===== config.mk =====
export PLATFORM = sky130hd
export DESIGN_NAME = pcls_div
export DESIGN_NICKNAME = d
export VERILOG_FILES = /design/src/hw/rtl/pcls_pkg.sv /design/src/hw/rtl/pcls_div.sv
export SDC_FILE = /design/constraint.sdc
export NUM_CORES = 1
export LEC_CHECK = 0
export BUFFER_PORTS_ARGS = -buffer_cell sky130_fd_sc_hd__buf_2
export CAP_MARGIN = 20
export CORE_MARGIN = 2
export CORE_UTILIZATION = 34
export CTS_BUF_LIST = sky130_fd_sc_hd__clkbuf_4 sky130_fd_sc_hd__clkbuf_8
export DETAILED_ROUTE_END_ITERATION = 16
export PLACE_DENSITY = 0.55
export SYNTH_ARGS = -nofsm -noshare
export SYNTH_HDL_FRONTEND = slang
export SYNTH_SLANG_ARGS = --single-unit

===== constraint.sdc =====
create_clock -name i_clk -period 9.41 [get_ports i_clk]
set_clock_uncertainty 0.15 [all_clocks]
set_input_delay 1.4115 -clock i_clk [delete_from_list [all_inputs] [get_ports i_clk]]
set_output_delay 1.4115 -clock i_clk [all_outputs]
set_load 0.03 [all_outputs]

===== src/hw/rtl/pcls_pkg.sv =====
package pcls_pkg;

    localparam int SAMPLE_W    = 16;
    localparam int ADDR_W      = 16;
    localparam int MAX_PIXELS  = 1 << ADDR_W;
    localparam int CNT_W       = ADDR_W + 1;
    localparam int BIN_W       = 10;
    localparam int NBINS       = 1 << BIN_W;
    localparam int HIST_W      = CNT_W;
    localparam int PERMILLE_W  = 9;
    localparam int LEVEL_W     = 8;
    localparam int DIV_NUM_W   = 27;
    localparam int DIV_DEN_W   = 17;
    localparam int DIV_Q_W     = 17;
    localparam int DIV_CNT_W   = 5;
    localparam int PROD_W      = BIN_W + 1 + SAMPLE_W;

    // divide by 1000 as multiply by ceil(2^35 / 1000), exact below 2^25
    localparam int CLIP_RECIP_W = 26;
    localparam int CLIP_SHIFT   = 35;
    localparam int CLIP_MUL_W   = PROD_W + CLIP_RECIP_W;

    localparam logic [PERMILLE_W-1:0]   PERMILLE_RESET = PERMILLE_W'(20);
    localparam logic [CLIP_RECIP_W-1:0] CLIP_RECIP     = CLIP_RECIP_W'(34359739);
    localparam logic [LEVEL_W-1:0]      LEVEL_MAX      = LEVEL_W'(255);

    // command codes on the input tuser
    localparam logic CMD_LOAD = 1'b0;
    localparam logic CMD_READ = 1'b1;

    typedef enum logic [4:0] {
        S_IDLE,
        S_CLR,
        S_CLIP,
        S_CLIP_W,
        S_H_RD,
        S_H_DIV,
        S_H_DIVW,
        S_H_HRD,
        S_H_WR,
        S_L_RD,
        S_L_CHK,
        S_L_SET,
        S_U_RD,
        S_U_CHK,
        S_U_SET,
        S_R_CALC,
        S_R_DIVW,
        S_R_OUT
    } t_state;

    typedef struct packed {
        logic                 start;
        logic [DIV_NUM_W-1:0] num;
        logic [DIV_DEN_W-1:0] den;
    } t_div_req;

endpackage


===== src/hw/rtl/pcls_div.sv =====
module pcls_div (
    input  logic                              i_clk,
    input  logic                              i_rst_n,
    input  pcls_pkg::t_div_req                i_req,
    output logic                              o_done,
    output logic [pcls_pkg::DIV_Q_W-1:0]      o_quot
);

    localparam int SH_W = pcls_pkg::DIV_DEN_W + pcls_pkg::DIV_Q_W - 1;

    logic                               r_busy, n_busy;
    logic                               r_done, n_done;
    logic [pcls_pkg::DIV_CNT_W-1:0]     r_cnt, n_cnt;
    logic [pcls_pkg::DIV_NUM_W-1:0]     r_rem, n_rem;
    logic [SH_W-1:0]                    r_den_sh, n_den_sh;
    logic [pcls_pkg::DIV_Q_W-1:0]       r_q, n_q;
    logic [SH_W-1:0]                    rem_ext;

    // restoring division, one quotient bit per cycle
    always_comb begin
        n_busy   = r_busy;
        n_done   = 1'b0;
        n_cnt    = r_cnt;
        n_rem    = r_rem;
        n_den_sh = r_den_sh;
        n_q      = r_q;
        rem_ext  = SH_W'(r_rem);
        if (i_req.start) begin
            n_busy   = 1'b1;
            n_cnt    = '0;
            n_rem    = i_req.num;
            n_den_sh = {i_req.den, {(pcls_pkg::DIV_Q_W-1){1'b0}}};
            n_q      = '0;
        end else if (r_busy) begin
            if (rem_ext >= r_den_sh) begin
                n_rem = r_rem - pcls_pkg::DIV_NUM_W'(r_den_sh);
                n_q   = {r_q[pcls_pkg::DIV_Q_W-2:0], 1'b1};
            end else begin
                n_q   = {r_q[pcls_pkg::DIV_Q_W-2:0], 1'b0};
            end
            n_den_sh = r_den_sh >> 1;
            n_cnt    = r_cnt + 1'b1;
            if (r_cnt == pcls_pkg::DIV_CNT_W'(pcls_pkg::DIV_Q_W - 1)) begin
                n_busy = 1'b0;
                n_done = 1'b1;
            end
        end
    end

    always_ff @(posedge i_clk) begin
        if (!i_rst_n) begin
            r_busy <= 1'b0;
            r_done <= 1'b0;
            r_cnt  <= '0;
        end else begin
            r_busy <= n_busy;
            r_done <= n_done;
            r_cnt  <= n_cnt;
        end
        r_rem    <= n_rem;
        r_den_sh <= n_den_sh;
        r_q      <= n_q;
    end

    assign o_done = r_done;
    assign o_quot = r_q;

endmodule


==> flow_metrics.py, run 1 <==
metrics = {
    "run_status": {
        "status": "finished, final reports clean",
    },
    "yosys": {
        "ys_ff_latch": 84,
        "synth_edf_count": 44,
        "postSynthCellCount": 512,
        "synth_area_mm2": 0.00492,
        "ys.flop_type": "edfxtp_1",
        "synthArstFlopShare_pct": 0,
        "yosysTopAreaCellShare_pct": 26.9,
        "seq_area_frac_synth_pct": 43.2,
        "synthesis.nets": 589,
        "ys_warn_count": 0,
        "yosys-top-cells-area": "edfxtp_1 (27%), dfxtp_1 (16%), ha_1 (7.4%)",
        "synth_top_area_cell": "edfxtp_1",
        "synth.distinct_cells": 64,
        "syn_area_per_cell_um2": 9.60,
    },
    "placement": {
        "globalplace.congestion": 0.875,
        "portBuffers": 64,
        "place_hpwl_um": 8130,
        "dp_cells": 733,
        "dp_worst_setup_slack_ns": 5.82,
    },
    "sta": {
        "max_slew.worst_pin.slew_ns": 0.803,
        "layout_setup_ws_ns": 5.98,
        "report.final.slew_viol_count": 0,
        "fin_setup_tns_ns": 0,
        "rsz0062_at_grt": "no",
        "max_freq_ghz": 0.291,
        "fin_crit_sh_pct": 36.5,
        "max_slew_margin_pct": 46.3,
        "finalSetupViolations": 0,
        "hold_viol": 0,
        "period_needed_ns": 3.43,
    },
    "flow_run": {
        "max_cap_viol_count": 0,
    },
    "cts": {
        "cts_max_level": 3,
        "cts_setup_buffers": 0,
        "path_clk_slew_ns": 0.09,
        "cts_buffer_depth": 2,
        "cts_made_buffers": 9,
        "root_buffer": "clkbuf_8",
        "cts_resized": 0,
        "holdBufCountCts": 0,
        "clock-sinks": 84,
        "cts_tree": "done",
        "clock_latency_ns": 0.37,
    },
    "route": {
        "drt-initial-drc-count": 243,
        "drt_pass1_iterations": 4,
        "vias": 3835,
        "drc": 0,
        "antenna_left": 0,
        "vias_per_cell": 5.11,
        "wirelength_um": 11200,
        "wl_per_cell_um": 15.0,
    },
    "grt": {
        "grt_pass1_vias": 3876,
        "grt.total_usage_pct": 14.9,
        "gr-total-overflow": 0,
        "antenna_found_initial": 0,
        "grt_pass1_wl_um": 18800,
        "grt_max_degree": 68,
    },
    "power": {
        "pwr_density_cell_mw_per_mm2": 173,
        "p_int_w": 0.000640,
        "combinationalPowerShare_pct": 29.3,
        "p_sw_share_pct": 33.2,
        "p_leak_nw": 2.27,
        "p_switching_w": 0.000319,
        "p_seq_share_pct": 44.9,
        "vdd_drop_max_mv": 0.0949,
        "clkPwrFrac_pct": 25.8,
    },
    "critical_path": {
        "crit_buf_inv": 2,
        "worstPathMaxFanout": 27,
        "cp-start-kind": "register",
        "critPathTopFamily": "simple AND/OR/NAND/NOR gates",
        "cpMaxStageDelayCell": "or4_2",
        "path_cells": "inv_1, ha_1, nand4_1, nor2_1, nand3_1, or4_2, nand3_2, nor3b_2, o31ai_4, buf_4",
        "crit_required_ns": 9.30,
        "setup.worst_path.end_class": "register",
        "worstSetupPathType": "register to register",
        "worst_path_largest_cell_delay_ns": 0.68,
        "worstPathArrival_ns": 3.32,
    },
    "layout": {
        "final_cell_mix": "buf_2 (63), nand2_1 (59), nor2_1 (51), edfxtp_1 (44), dfxtp_1 (39)",
        "final_common_cell": "buf_2",
        "final_cells": 750,
        "fill_cells": 1443,
        "antennaDiodeCount": 0,
        "fin_nets": 642,
        "drive_gt1_share_pct": 17.9,
        "synthToLayoutAreaGrowth_pct": 12.8,
    },
    "die": {
        "rows": 43,
        "die_w_um": 124,
        "die_h_um": 124,
        "initial_core_util_pct": 35.2,
        "ios": 65,
        "core_area_mm2": 0.0140,
        "die_area_mm2": 0.0154,
    },
    "hold_path": {
        "hold_class": "register to register",
    },
}
[cell usage after synthesis, types with 4 or more instances]
master	number
nand2_1	59
nor2_1	51
edfxtp_1	44
dfxtp_1	40
inv_1	34
mux2i_1	34
o21ai_0	31
ha_1	29
a21oi_1	19
xor2_1	15
clkbuf_1	14
o31ai_1	14
a21o_1	12
nand3_1	11
xnor2_1	11
a22o_1	7
a211oi_1	6
a31oi_1	6
nor3_1	5
o21ai_1	5
buf_6	4
nand4_1	4
[cell families (layout without fill, tap and decap cells)]
kind of cell               count (synthesis)  after routing  share of synthesized area [%]
AOI/OAI and AO/OA                        121            121                           16.8
xor gates and xnor gates                  26             26                           4.63
adders and majority gates                 30             30                           7.79
buffers and inverters                     60            118                           5.75
DFF                                       84             84                           43.2
muxes                                     35             35                           7.15
and+or+nand+nor                          156            156                           14.7
[final timing paths]
check	cells past startpoint	to	from	slack (ns)
worst max-delay path	10	r_rem[8]	r_den_sh[15]	5.98
worst min-delay path	2	o_quot[16]	o_quot[16]	0.36
worst min register to register	2	o_quot[16]	o_quot[16]	0.36
worst max register to register	10	r_rem[8]	r_den_sh[15]	5.98
[metal layers]
layer	vias up	part of all wire, %	track usage [%]
met5	-	0	0
met1	1800	47	19.4
li1	1939	-	-
met3	10	5.5	4.42
met2	86	46	24.6
met4	0	1.0	3.30
[flip-flops by register name, summed over array words and instances (netlist names)]
register  count
o_done        1
r_cnt         5
r_busy        1
r_den_sh     33
r_rem        27
o_quot       17
[power by group through the flow]
stage / combinational (W) / clock [W] / sequential (W)
final: 0.000281 / 0.000247 / 0.000430
after global routing: 0.000315 / 0.000272 / 0.000434
after CTS: 0.000277 / 0.000258 / 0.000434
after detailed placement: 0.000275 / 0 / 0.000442
after global placement: 0.000274 / 0 / 0.000441
after floorplan: 0.000223 / 0 / 0.000434
[cell type report]
cell class	instances	area [um2]	area share, %
clock buffer	10	138	2.48
inverter	35	131	2.37
multi-input combinational	368	2530	45.6
timing repair buffer	67	358	6.45
sequential	84	2120	38.3
tap	180	225	4.06
clock inverter	6	43.8	0.790
[worst min-delay path, delay by kind of cell (launching register included)]
kind,cells,cell delay (ns)
flops,1,0.34
mux,1,0.07
simple gates,1,0.07
[stage by stage]
stage / area (um2) / total power [W] / hold slack [ns] / util, %
after floorplan: 4920 / 0.000657 / 0.315 / -
after global placement: 5340 / 0.000715 / 0.324 / 38.2
after detailed placement: 5340 / 0.000717 / 0.346 / 38.2
after CTS: 5530 / 0.000969 / 0.371 / 39.5
after global routing: 5550 / 0.00102 / 0.416 / 39.6
final: 5550 / 0.000959 / 0.359 / 39.6
Power figures use the tool's default switching activity.
==> run 2: changes to the inputs <==
==> constraint.sdc (replaced) <==
create_clock -name i_clk -period 3.2 [get_ports i_clk]
set_clock_uncertainty 0.15 [all_clocks]
set_input_delay 0.48 -clock i_clk [delete_from_list [all_inputs] [get_ports i_clk]]
set_output_delay 0.48 -clock i_clk [all_outputs]
set_load 0.03 [all_outputs]
==> run 2 against run 1 <==
Net effect:
- fmax is 15% higher
- sequential share of layout area is 1.4 points lower
- routed wire length is 0.51% lower
- critical endpoint is now r_rem[15]
- largest power group unchanged
==> flow_metrics.py, run 2 (synthesis gave the netlist of run 1 again) <==
metrics = {
    "sta": {
        "report.final.slew_viol_count": 0,
        "period_needed_ns": 2.99,
        "max_slew.worst_pin.slew_ns": 0.742,
        "fin_crit_sh_pct": 93.4,
        "layout_setup_ws_ns": 0.212,
        "rsz0062_at_grt": "no",
        "fin_setup_tns_ns": 0,
        "max_slew_margin_pct": 50.4,
        "hold_viol": 0,
        "max_freq_ghz": 0.335,
        "finalSetupViolations": 0,
    },
    "layout": {
        "final_cell_mix": "buf_2 (63), nand2_1 (59), nor2_1 (50), edfxtp_1 (44), dfxtp_1 (38)",
        "final_common_cell": "buf_2",
        "antennaDiodeCount": 0,
        "fin_nets": 654,
        "multi_input_area_mm2": 0.00261,
        "fill_cells": 1429,
        "largest_reg_flops": 33,
        "largest_register": "r_den_sh",
        "ff_latch_area_mm2": 0.00212,
        "utilization_pct": 41.2,
        "synthToLayoutAreaGrowth_pct": 17.2,
        "drive_gt1_share_pct": 21.0,
    },
    "cts": {
        "cts_tree": "done",
        "root_buffer": "clkbuf_8",
        "cts_resized": 0,
        "clock_latency_ns": 0.38,
        "cts_max_level": 3,
        "cts_buffer_depth": 2,
        "clock-sinks": 84,
        "cts_setup_buffers": 0,
        "path_clk_slew_ns": 0.09,
        "holdBufCountCts": 0,
        "cts_made_buffers": 9,
    },
    "placement": {
        "globalplace.congestion": 0.821,
        "place_hpwl_um": 8330,
        "portBuffers": 64,
        "dp_worst_setup_slack_ns": 0.212,
    },
    "critical_path": {
        "reg2reg_from": "r_den_sh[9]",
        "crit_required_ns": 3.11,
        "cp-start-kind": "register",
        "setup.worst_path.end_class": "register",
        "worstSetupPathType": "register to register",
        "worstPathMaxFanout": 15,
        "r2r-end": "r_rem[15]",
        "r2r_slack_ns": 0.21,
        "worstPathArrival_ns": 2.90,
        "crit_start": "r_den_sh[9]",
        "rr_worst_depth": 10,
    },
    "power": {
        "pwr_density_cell_mw_per_mm2": 525,
        "p_leak_nw": 2.35,
        "p_total_w": 0.00303,
        "vdd_drop_max_mv": 0.158,
    },
    "route": {
        "drt_pass1_iterations": 5,
        "vias_per_cell": 5.02,
        "drt-initial-drc-count": 250,
        "drc": 0,
        "antenna_left": 0,
        "wl_per_cell_um": 14.7,
        "vias": 3826,
        "wirelength_um": 11200,
    },
    "hold_path": {
        "hold_class": "input pin to register",
        "min-delay-start": "i_rst_n",
        "hold_depth": 2,
        "whs_endpoint": "r_busy",
    },
    "grt": {
        "grt.total_usage_pct": 15.2,
        "grt_pass1_wl_um": 19100,
        "grt_max_degree": 71,
        "gr-total-overflow": 0,
        "antenna_found_initial": 0,
        "grt_pass1_vias": 3917,
    },
    "run_status": {
        "status": "finished, final reports clean",
    },
    "die": {
        "die_h_um": 124,
        "core_area_mm2": 0.0140,
        "die_w_um": 124,
        "ios": 65,
        "die_area_mm2": 0.0154,
        "initial_core_util_pct": 35.2,
        "rows": 43,
    },
    "flow_run": {
        "max_cap_viol_count": 0,
    },
}
run 2: changes by cell type in the layout (fill, tap and decap cells not counted), moves of 2 or more:
cell,delta
inv_6,-2
ha_1,-6
ha_4,+6
bufinv_16,+2
clkbuf_4,+2
buf_4,+12
run 2: layout make-up:
| class | count | share of cell area [%] |
|---|---|---|
| clock inverter | 4 | 1.26 |
| tap | 180 | 3.91 |
| timing repair buffer | 79 | 7.78 |
| inverter | 35 | 2.28 |
| sequential | 84 | 36.9 |
| clock buffer | 12 | 2.65 |
| multi-input combinational | 368 | 45.2 |
run 2: worst max-delay path by stage:
stage	slack [ns]	to	cells after the start
6_report	0.21	r_rem[15]	10
5_1_grt	0.05	r_rem[19]	10
4_1_cts	0.20	r_rem[12]	10
3_5_place_dp	0.21	r_rem[15]	10
3_3_place_gp	0.27	r_rem[15]	10
2_1_floorplan	0.02	r_rem[0]	8
run 2: per-layer routing:
layer	up-vias	part of all wire (%)	global-route usage (%)	wire length (um)
li1	1960	-	-	-
met1	1781	48	20.3	5420
met2	70	46	24.4	5110
met3	15	4.0	2.66	452
met4	0	1.9	6.15	210
met5	-	0	0	0
run 2: power breakdown:
part	internal, W	switching [W]
registers	0.00123	0.0000328
logic	0.000388	0.000496
clock network	0.000480	0.000396
total	0.00210	0.000925
run 2: worst max-delay path: stages (launching register included):
cell and delay, ns:
dfxtp_1 0.36, inv_1 0.05, ha_1 0.37, and3_2 0.26, nand2_1 0.06, a211o_2 0.30
a311oi_4 0.29, o2111ai_2 0.16, nor3b_2 0.20, o31ai_4 0.19, buf_4 0.29
run 2: per-stage QoR:
stage	area [um2]	hold WS [ns]	std cells
finish	5760	0.197	762
floorplan	5010	0.315	512
CTS	5760	0.172	762
global route	5760	0.202	762
detailed placement	5540	0.328	746
global placement	5540	0.325	746
==> run 3: changes to the inputs <==
--- a/config.mk
+++ b/config.mk
@@ -11,7 +11,6 @@
 export CORE_UTILIZATION = 34
 export CTS_BUF_LIST = sky130_fd_sc_hd__clkbuf_4 sky130_fd_sc_hd__clkbuf_8
 export DETAILED_ROUTE_END_ITERATION = 16
-export PLACE_DENSITY = 0.55
 export SYNTH_ARGS = -nofsm -noshare
 export SYNTH_HDL_FRONTEND = slang
 export SYNTH_SLANG_ARGS = --single-unit
==> run 3 against run 2 <==
Net effect:
- global-route usage fell by 0.11 points
- power fell by 1.7%
- non-clock buffer count fell by 4
==> flow_metrics.py, run 3 (synthesis gave the netlist of run 1 again) <==
metrics = {
    "die": {
        "core_area_mm2": 0.0140,
        "die_w_um": 124,
        "die_area_mm2": 0.0154,
        "die_h_um": 124,
        "rows": 43,
        "ios": 65,
        "initial_core_util_pct": 35.2,
    },
    "route": {
        "drc": 0,
        "wl_per_cell_um": 14.8,
        "antenna_left": 0,
        "drt_pass1_iterations": 4,
        "vias": 3848,
        "drt-initial-drc-count": 205,
        "wirelength_um": 11200,
        "vias_per_cell": 5.08,
    },
    "critical_path": {
        "crit_start": "r_den_sh[7]",
        "cp-start-kind": "register",
        "worstSetupPathType": "register to register",
        "critPathTopFamily": "compound AO/OA/AOI/OAI gates",
        "setup.worst_path.end_class": "register",
        "worst_path_largest_cell_delay_ns": 0.38,
        "r2r_slack_ns": 0.21,
        "worstPathMaxFanout": 27,
        "reg2reg_from": "r_den_sh[7]",
        "cpMaxStageDelayCell": "dfxtp_1",
        "crit_required_ns": 3.12,
        "crit_buf_inv": 2,
        "path_cells": "inv_1, ha_4, and3_4, nand2_2, a211o_2, a311oi_4, o2111ai_2, nor3b_2, o31ai_4, buf_12",
        "worstPathArrival_ns": 2.91,
    },
    "cts": {
        "cts_buffer_depth": 2,
        "clock-sinks": 84,
        "clock_latency_ns": 0.37,
        "holdBufCountCts": 0,
        "cts_setup_buffers": 0,
        "cts_max_level": 3,
        "cts_made_buffers": 9,
        "path_clk_slew_ns": 0.08,
        "cts_resized": 0,
        "cts_tree": "done",
        "root_buffer": "clkbuf_8",
    },
    "layout": {
        "final_cell_mix": "buf_2 (63), nand2_1 (59), nor2_1 (50), edfxtp_1 (44), dfxtp_1 (38)",
        "final_common_cell": "buf_2",
        "synthToLayoutAreaGrowth_pct": 16.2,
        "largest_register": "r_den_sh",
        "antennaDiodeCount": 0,
        "largest_reg_flops": 33,
        "drive_gt1_share_pct": 20.2,
        "fin_nets": 650,
        "fill_cells": 1448,
    },
    "sta": {
        "rsz0062_at_grt": "no",
        "finalSetupViolations": 0,
        "fin_crit_sh_pct": 93.5,
        "hold_viol": 0,
        "max_freq_ghz": 0.334,
        "report.final.slew_viol_count": 0,
        "max_slew.worst_pin.slew_ns": 0.749,
        "max_slew_margin_pct": 49.9,
        "period_needed_ns": 2.99,
        "fin_setup_tns_ns": 0,
    },
    "power": {
        "pwr_density_cell_mw_per_mm2": 520,
        "p_total_w": 0.00297,
        "p_leak_nw": 2.32,
        "vdd_drop_max_mv": 0.198,
    },
    "flow_run": {
        "max_cap_viol_count": 0,
    },
    "hold_path": {
        "hold_class": "input pin to register",
        "min-delay-start": "i_rst_n",
    },
    "grt": {
        "grt.total_usage_pct": 15.1,
        "gr-total-overflow": 0,
        "antenna_found_initial": 0,
        "grt_pass1_vias": 3899,
        "grt_pass1_wl_um": 19200,
        "grt_max_degree": 61,
    },
    "placement": {
        "portBuffers": 64,
        "globalplace.congestion": 0.898,
        "place_hpwl_um": 8170,
    },
    "run_status": {
        "status": "finished, final reports clean",
    },
}
[run 3: changes by cell type in the layout (fill, tap and decap cells not counted), sizes merged]
| cell | delta |
|---|---|
| buf | -4 |
| clkbuf | -2 |
| clkinv | +4 |
| inv | -2 |
[run 3: stage by stage]
stage	instances	cell area (um2)	setup WS [ns]	hold slack (ns)	util, %
after floorplan	512	5010	0.0194	0.315	-
final	758	5720	0.207	0.182	40.9
after global placement	742	5510	0.283	0.326	39.4
after CTS	758	5720	0.213	0.157	40.9
after global routing	758	5720	0.0250	0.192	40.9
after detailed placement	742	5510	0.247	0.346	39.4
[run 3: power breakdown]
part	leakage (nW)	switching, W	total [W]	internal [W]
clock	0.111	0.000388	0.000830	0.000442
sequential	0.770	0.0000330	0.00127	0.00123
combinational	1.44	0.000500	0.000878	0.000378
total	2.32	0.000921	0.00297	0.00205
[run 3: per-layer routing]
| metal | wire length [um] | GRT usage (%) |
|---|---|---|
| met5 | 0 | 0 |
| met4 | 157 | 4.10 |
| met2 | 5070 | 23.7 |
| met1 | 5470 | 20.0 |
| met3 | 516 | 4.90 |
[run 3: path summary, 6_finish.rpt]
check                                   to  depth (start not counted)
worst min-delay path                r_busy                          2
worst max-delay path             r_rem[10]                         10
worst min register to register  o_quot[16]                          2
worst max register to register   r_rem[10]                         10
[run 3: area by class of cell]
cell class | count | area, um2 | area share [%]
multi-input combinational | 368 | 2610 | 45.6
clock inverter | 6 | 78.8 | 1.38
clock buffer | 10 | 131 | 2.30
tap | 180 | 225 | 3.94
inverter | 35 | 131 | 2.30
timing repair buffer | 75 | 418 | 7.31
sequential | 84 | 2120 | 37.2
